File: config.mk
export PLATFORM = sky130hd
export DESIGN_NAME = glc_div
export DESIGN_NICKNAME = d
export VERILOG_FILES = /design/src/rtl/core/glc_pkg.sv /design/src/rtl/core/glc_div.sv
export SDC_FILE = /design/constraint.sdc
export NUM_CORES = 1
export LEC_CHECK = 0
export BUFFER_PORTS_ARGS = -buffer_cell sky130_fd_sc_hd__buf_2
export CAP_MARGIN = 25
export CORE_MARGIN = 4
export CORE_UTILIZATION = 45
export CTS_CLUSTER_SIZE = 25
export DETAILED_ROUTE_END_ITERATION = 10
export GPL_TIMING_DRIVEN = 0
export HOLD_SLACK_MARGIN = 0.03
export PLACE_DENSITY = 0.68
export SLEW_MARGIN = 20
export SYNTH_ARGS = -nofsm -noshare
export SYNTH_HDL_FRONTEND = slang
export SYNTH_SLANG_ARGS = --single-unit
File: constraint.sdc
create_clock -name clk -period 5.7 [get_ports clk]
set_clock_uncertainty 0.2 [all_clocks]
set_input_delay 1.71 -clock clk [delete_from_list [all_inputs] [get_ports clk]]
set_output_delay 1.71 -clock clk [all_outputs]
set_load 0.01 [all_outputs]
File: src/rtl/core/glc_pkg.sv
// Shared types and constants of the grid line-of-sight checker.
package glc_pkg;

  localparam int MAX_CELLS_DEF = 65536;
  localparam int MAX_SIDE_DEF  = 256;
  localparam int SIDE_MIN      = 3;

  localparam int CFG_W       = 9;
  localparam int CFG_IDX_W   = 1;
  localparam int CELL_IDX_W  = 16;

  localparam logic [CFG_IDX_W-1:0] CFG_GRID_WIDTH  = 1'b0;
  localparam logic [CFG_IDX_W-1:0] CFG_GRID_HEIGHT = 1'b1;

  localparam logic [CFG_W-1:0] GRID_SIDE_RESET = 9'd256;

  localparam logic OP_WRITE = 1'b0;
  localparam logic OP_QUERY = 1'b1;

  typedef struct packed {
    logic                  operation;
    logic [CELL_IDX_W-1:0] from_cell;
    logic [CELL_IDX_W-1:0] to_cell;
    logic                  occupied_bit;
  } in_t;

  typedef struct packed {
    logic line_free;
    logic index_error;
  } out_t;

  // Handshake status (busy and done) of the shared divider.
  typedef struct packed {
    logic busy;
    logic done;
  } div_status_t;

endpackage

File: src/rtl/core/glc_div.sv
// Bit-serial restoring divider that splits a cell index into row and column.
module glc_div import glc_pkg::*; #(
  parameter int DW = 9
) (
  input  logic                  clk,
  input  logic                  rst,
  input  logic                  start,
  input  logic [CELL_IDX_W-1:0] dividend,
  input  logic [DW-1:0]         divisor,
  output div_status_t           status,
  output logic [CELL_IDX_W-1:0] quotient,
  output logic [DW-1:0]         remainder
);

  localparam int CNT_W = $clog2(CELL_IDX_W + 1);

  logic [CNT_W-1:0]      cnt;
  logic                  busy;
  logic                  done;
  logic [CELL_IDX_W-1:0] quo;
  logic [DW-1:0]         rem;
  logic [DW:0]           trial;
  logic                  fits;

  always_comb begin
    trial = {rem, quo[CELL_IDX_W-1]};
    fits  = trial >= {1'b0, divisor};
  end

  always_ff @(posedge clk) begin
    if (rst) begin
      busy <= 1'b0;
      done <= 1'b0;
      cnt  <= '0;
    end else begin
      done <= 1'b0;
      if (busy) begin
        quo <= {quo[CELL_IDX_W-2:0], fits};
        if (fits) begin
          rem <= DW'(trial - {1'b0, divisor});
        end else begin
          rem <= trial[DW-1:0];
        end
        cnt <= cnt - CNT_W'(1);
        if (cnt == CNT_W'(1)) begin
          busy <= 1'b0;
          done <= 1'b1;
        end
      end else if (start) begin
        quo  <= dividend;
        rem  <= '0;
        cnt  <= CNT_W'(CELL_IDX_W);
        busy <= 1'b1;
      end
    end
  end

  assign status.busy = busy;
  assign status.done = done;
  assign quotient    = quo;
  assign remainder   = rem;

endmodule

Word level (Yosys, flattened, before mapping)
Index checks and enable logic that the tools add are counted.

storage, ports and cells
  register bits after elaboration = 32
  input bits = 28
  output and inout port bits = 27
  logic and storage cells = 25

operators by class
  bitwise gates (word level) = 2
  $add $sub $neg = 2
  equality and inequality tests = 1
  mux-type cells = 11
  reductions and logical operators = 3
  order comparisons = 1

operator list
  operator                                                            count
  16-bit two-way mux                                                  2
  9-bit two-way mux                                                   3
  10-bit by 9-bit greater-or-equal comparator with 1-bit output       1
  5-bit two-way mux                                                   2
  9-bit subtractor                                                    1
  5-bit by 1-bit == test with 1-bit output, second input constant     1
  5-bit by 1-bit subtractor with 5-bit output, second input constant  1
  1-bit two-way mux                                                   4
  1-bit inverter                                                      2
  2-bit AND reduction                                                 1
  2-bit nonzero test                                                  1
  2-bit OR reduction                                                  1

Logic depth before layout (Yosys ltp)
  depth after elaboration = 3
  gate-level depth with buffers = 10

Least setup slack after synthesis
Ideal clock, no wire load.

  path type = input -> register
  start point = in divisor[0]
  end point = reg rem[1] (netlist: remainder[1]) (data pin)
  setup slack = 1.918 ns
  buffers on the path = 1
  cell stages on the path = 9
  required time = 5.239 ns
  library setup time = 0.261 ns
  arrival = 3.321 ns
  cell sequence = ha_1 > inv_1 > fa_1 > a21o_1 > a221oi_2 > a31oi_1 > buf_6 > mux2i_1 > nor2_1

between the ends
  word-level cells in the longest chain between the ends = 3
  elaborated cells between the ends (all ways) = 4
  those cells by class = add/sub: 1; order compare: 1; mux: 2

RTL lines
  what                                                                                                      line                          source
  start, declared                                                                                           glc_div.sv:9                  input logic [DW-1:0] divisor,
  9-bit subtractor / 10-bit by 9-bit greater-or-equal comparator with 1-bit output (equally long branches)  glc_div.sv:40, glc_div.sv:27
  9-bit two-way mux *                                                                                       glc_div.sv:39                 if (fits) begin
  9-bit two-way mux *                                                                                       glc_div.sv:37                 if (busy) begin
  end signal, assigned                                                                                      glc_div.sv:40                 rem <= DW'(trial - {1'b0, divisor});
  end signal, assigned                                                                                      glc_div.sv:42                 rem <= trial[DW-1:0];
  end, declared                                                                                             glc_div.sv:21                 logic [DW-1:0] rem;

Mark *: on every way between the ends. The rest lies on a longest branch, timed or not.
A chain may end at the register's enable or synchronous reset.

Final worst setup path
  start point = in divisor[0]
  end point = reg rem[6] (netlist: remainder[6]) (data pin)

The elaborated chain is that of the path after synthesis.

==> results by stage <==
Clock tree:
- The buffer count from post-CTS setup fixing is 0.
- The maximum clock insertion buffer count is 2.
- The CTS root buffer is sky130_fd_sc_hd__clkbuf_8.
- In this run the number of H-tree levels came out at 2.
- Clock-pin slew was measured on the worst setup and hold paths at 60 ps.
- The post-CTS resize count is 0.
- The clock network latency to the later pin of the worst-skew pair is 280 ps.
- The clock tree from TritonCTS is yes.
- The clock buffer count from CTS is 5.
- The number of buffers added to fix hold violations after cts is 0.
- The total clock sinks is 32.

Run:
- The max-cap check violation count is 0.

GRT:
- The overall global routing resource usage is 15.6%.
- The overall overflow remaining after global route is 0.
- The first-pass GRT wire length is 6.27 mm.
- The pin count of the biggest net entering global routing is 27.
- The initial antenna violation count is 0.
- The via count of the first global-routing pass is 1351.

Place:
- The half-perimeter wire length after placement is 2.89 mm.
- Prior to clock tree synthesis, the placed netlist has a worst setup slack of 1600 ps.
- The count of buffers added on input and output ports is 54.
- The routability congestion estimate is 0.825.

Synthesis:
- The count of flip-flops with a built-in enable after synthesis is 25.
- The area share of the largest cell type after synthesis is 40.6%.
- The mapped netlist covers 0.00185 mm^2.
- The mean post-synth cell area is 11.2 um^2.
- The number of storage elements in the synthesis netlist is 32.
- The sequential area share after synthesis is 48.1%.
- By area the synthesized netlist is led by sky130_fd_sc_hd__edfxtp_1 41%, sky130_fd_sc_hd__mux2_2 9.7%, sky130_fd_sc_hd__dfxtp_1 7.6%, sky130_fd_sc_hd__ha_1 7.4%, sky130_fd_sc_hd__inv_1 3.4%.
- Of all flip-flops after synthesis, the portion carrying an async set or reset was 0%.
- Counting distinct cell types in the post-synthesis netlist gives 44.
- For this run, the number of Yosys warnings is 0.
- Synthesis handed over a netlist of 165 instances.
- The synthesized netlist net count is 205.
- The biggest area contributor in the post-synthesis netlist is sky130_fd_sc_hd__edfxtp_1.
- The leading register cell type out of synthesis is sky130_fd_sc_hd__edfxtp_1.

Power and ir drop:
- The internal portion of the total power is 0.489 mW.
- The power density over the cells is 287 mW/mm^2.
- Of the total power, registers draw 43.3%.
- IR analysis of the VDD net gives a maximum drop of 0.229 mV.
- The switching share of total power is 26.2%.
- The combinational share of power is 23.4%.
- The part of the total power dissipated in the clock network is 33.3%.
- In this run the power spent charging and discharging nets is 0.174 mW.
- The leakage component of the power is 1.03 nW.

Setup path:
- The required time reported for the critical path endpoint is 5520 ps.
- On the critical path, the stage with the largest delay is an instance of sky130_fd_sc_hd__fa_1.
- The count of buffering cells on the critical path with inverters included is 3.
- The category of the worst setup path capture point is a register.
- The highest fanout seen on the critical path is 10.
- The category of the worst setup path launch point is an input port.
- The critical path's top delay family is compound AO/OA/AOI/OAI gates.
- For the worst setup path, the data arrival time is 3610 ps.
- On the worst path, the slowest cell contributes a delay of 400 ps.
- The critical path is of the input port to register type.
- The signal on the critical path passes through buf_2 -> ha_1 -> inv_1 -> fa_1 -> a21o_1 -> a221oi_2 -> a31oi_1 -> buf_6 -> mux2i_1 -> nor2_1.

Timing:
- The max-slew violation count is 0.
- The count of endpoints failing hold in the final timing report is 0.
- The smallest clock period supported by the final layout is computed as 3800 ps.
- Setup repair after global routing left no endpoint under its margin.
- After layout, the worst setup slack is 1900 ps.
- For the pin with the worst max-slew slack, the measured transition is 740 ps.
- The total of endpoints with negative setup slack in the final report is 0.
- In the finished design, the share of the clock period the worst path needs comes to 66.6%.
- For this run, the top clock speed supported by timing is 263 MHz.
- The final setup TNS is 0 ps.
- The tightest slew margin relative to the limit is 50.5%.

Floorplanning:
- The total area inside the core boundary comes to 0.00400 mm^2.
- The I/O pin total is 55.
- Row generation in the floorplan step produced 23 rows.
- The floorplan step set the die height to 72.1 um.
- The area of the die is 0.00520 mm^2.
- The effective utilization at floorplan is 46.3%.
- The die extent in x is 72.1 um.

Routing:
- In the routed design, unresolved DRC markers number 0.
- The total via count after detailed routing is 1401.
- The routed wire length is 3.78 mm.
- The count of nets left with antenna violations once routing finished came out at 0.
- The first-pass iteration count of the detailed router is 4.
- In the final routed layout, each cell accounts on average for 13.7 um.
- In the routed layout, each cell is associated on average with a via count of 5.06.
- The number of DRC markers after the initial detailed-route iteration is 79.

Status:
- The flow ran to the end, and the final reports show no timing, DRC or antenna violations.

Final layout:
- Cells with a size suffix above 1 make up 38.3% of the layout.
- The repair_antennas step left the layout with diodes totalling 0.
- Measured on the finished design, the core utilization comes to 57.7%.
- The number of nets in the layout is 266.
- Relative to the synthesized area, the layout overhead comes to 24.7%.

Hold path:
- The min-delay analysis places its worst path in the category register to register.
## layout by cell type, fill, tap and decap left out, types with 5 or more instances in the layout
cell type and n:
sky130_fd_sc_hd__a21oi_1 8, sky130_fd_sc_hd__edfxtp_1 25, sky130_fd_sc_hd__nand3_1 5, sky130_fd_sc_hd__mux2_2 16
sky130_fd_sc_hd__buf_2 54, sky130_fd_sc_hd__nor2_1 14, sky130_fd_sc_hd__dfxtp_1 7, sky130_fd_sc_hd__mux2i_1 5
sky130_fd_sc_hd__ha_1 11, sky130_fd_sc_hd__clkbuf_8 6, sky130_fd_sc_hd__o21ai_0 6, sky130_fd_sc_hd__inv_1 17
## worst register-to-register path, stage by stage, from the launching register on
cell,delay (ps)
sky130_fd_sc_hd__edfxtp_1,430
sky130_fd_sc_hd__inv_1,80
sky130_fd_sc_hd__ha_1,160
sky130_fd_sc_hd__inv_1,50
sky130_fd_sc_hd__fa_1,400
sky130_fd_sc_hd__a21o_1,220
sky130_fd_sc_hd__a221oi_2,360
sky130_fd_sc_hd__a31oi_1,220
sky130_fd_sc_hd__buf_6,210
sky130_fd_sc_hd__mux2i_1,150
sky130_fd_sc_hd__nor2_1,60
## registers in the layout, summed over array words and instances, names as in the netlist
name,count
cnt,5
quotient,16
remainder,9
busy,1
done,1
## worst paths after layout
kind                            cells after the start         start  slack (ps)            to
worst max-delay path                               10    divisor[0]        1900  remainder[6]
worst min-delay path                                1        cnt[2]         320        cnt[2]
worst max register to register                     10  quotient[15]        2920  remainder[6]
worst min register to register                      1        cnt[2]         320        cnt[2]
## cell families (layout without fill, tap and decap cells)
logic type / Yosys count / after routing / share of synthesized area, %
compound gates: 33 / 33 / 12.5
xor+xnor: 4 / 4 / 1.89
fa+ha+maj: 12 / 12 / 8.52
buf+inv: 23 / 85 / 5.48
flops: 32 / 32 / 48.1
mux: 21 / 21 / 12.4
simple gates: 40 / 40 / 11.0
## routing by layer
metal	routed length, um	part of all wire, %	global-route usage (%)
met3	146	3.9	3.74
met5	0	0	0
met4	55	1.5	5.64
met1	1710	45	20.8
met2	1880	50	24.7
## cells in the mapped netlist (2+ instances only)
cell,instances
sky130_fd_sc_hd__a211oi_1,2
sky130_fd_sc_hd__a211oi_2,2
sky130_fd_sc_hd__a21o_1,4
sky130_fd_sc_hd__a21oi_1,8
sky130_fd_sc_hd__a31oi_1,2
sky130_fd_sc_hd__and3_1,2
sky130_fd_sc_hd__buf_4,2
sky130_fd_sc_hd__clkbuf_1,3
sky130_fd_sc_hd__dfxtp_1,7
sky130_fd_sc_hd__edfxtp_1,25
sky130_fd_sc_hd__ha_1,11
sky130_fd_sc_hd__inv_1,17
sky130_fd_sc_hd__mux2_2,16
sky130_fd_sc_hd__mux2i_1,5
sky130_fd_sc_hd__nand2_1,3
sky130_fd_sc_hd__nand3_1,5
sky130_fd_sc_hd__nand4_1,2
sky130_fd_sc_hd__nor2_1,15
sky130_fd_sc_hd__nor2_2,2
sky130_fd_sc_hd__o21ai_0,6
sky130_fd_sc_hd__xnor2_1,3
## power by group through the flow
| stage | combinational [mW] | sequential [mW] | clock (mW) |
|---|---|---|---|
| floorplan | 0.105 | 0.297 | 0 |
| global placement | 0.153 | 0.292 | 0 |
| detailed placement | 0.155 | 0.292 | 0 |
| CTS | 0.157 | 0.287 | 0.227 |
| global route | 0.174 | 0.290 | 0.240 |
| finish | 0.155 | 0.287 | 0.221 |
## through the flow
step | total power [mW] | std cells | hold slack [ps] | instance area [um^2]
floorplan | 0.402 | 165 | 256 | 1850
global placement | 0.446 | 269 | 295 | 2180
detailed placement | 0.448 | 269 | 306 | 2190
CTS | 0.671 | 277 | 316 | 2310
global route | 0.703 | 277 | 358 | 2310
finish | 0.663 | 277 | 319 | 2310
## final cells by class
type / instances / area [um^2]
Buffer: 6 / 37.5
Multi-Input combinational cell: 110 / 866
Fill cell: 355 / 1690
Clock inverter: 2 / 33.8
Inverter: 17 / 63.8
Tap cell: 50 / 62.6
Timing Repair Buffer: 54 / 270
Clock buffer: 6 / 82.6
Sequential cell: 32 / 891
(Power assumes the default switching activity.)
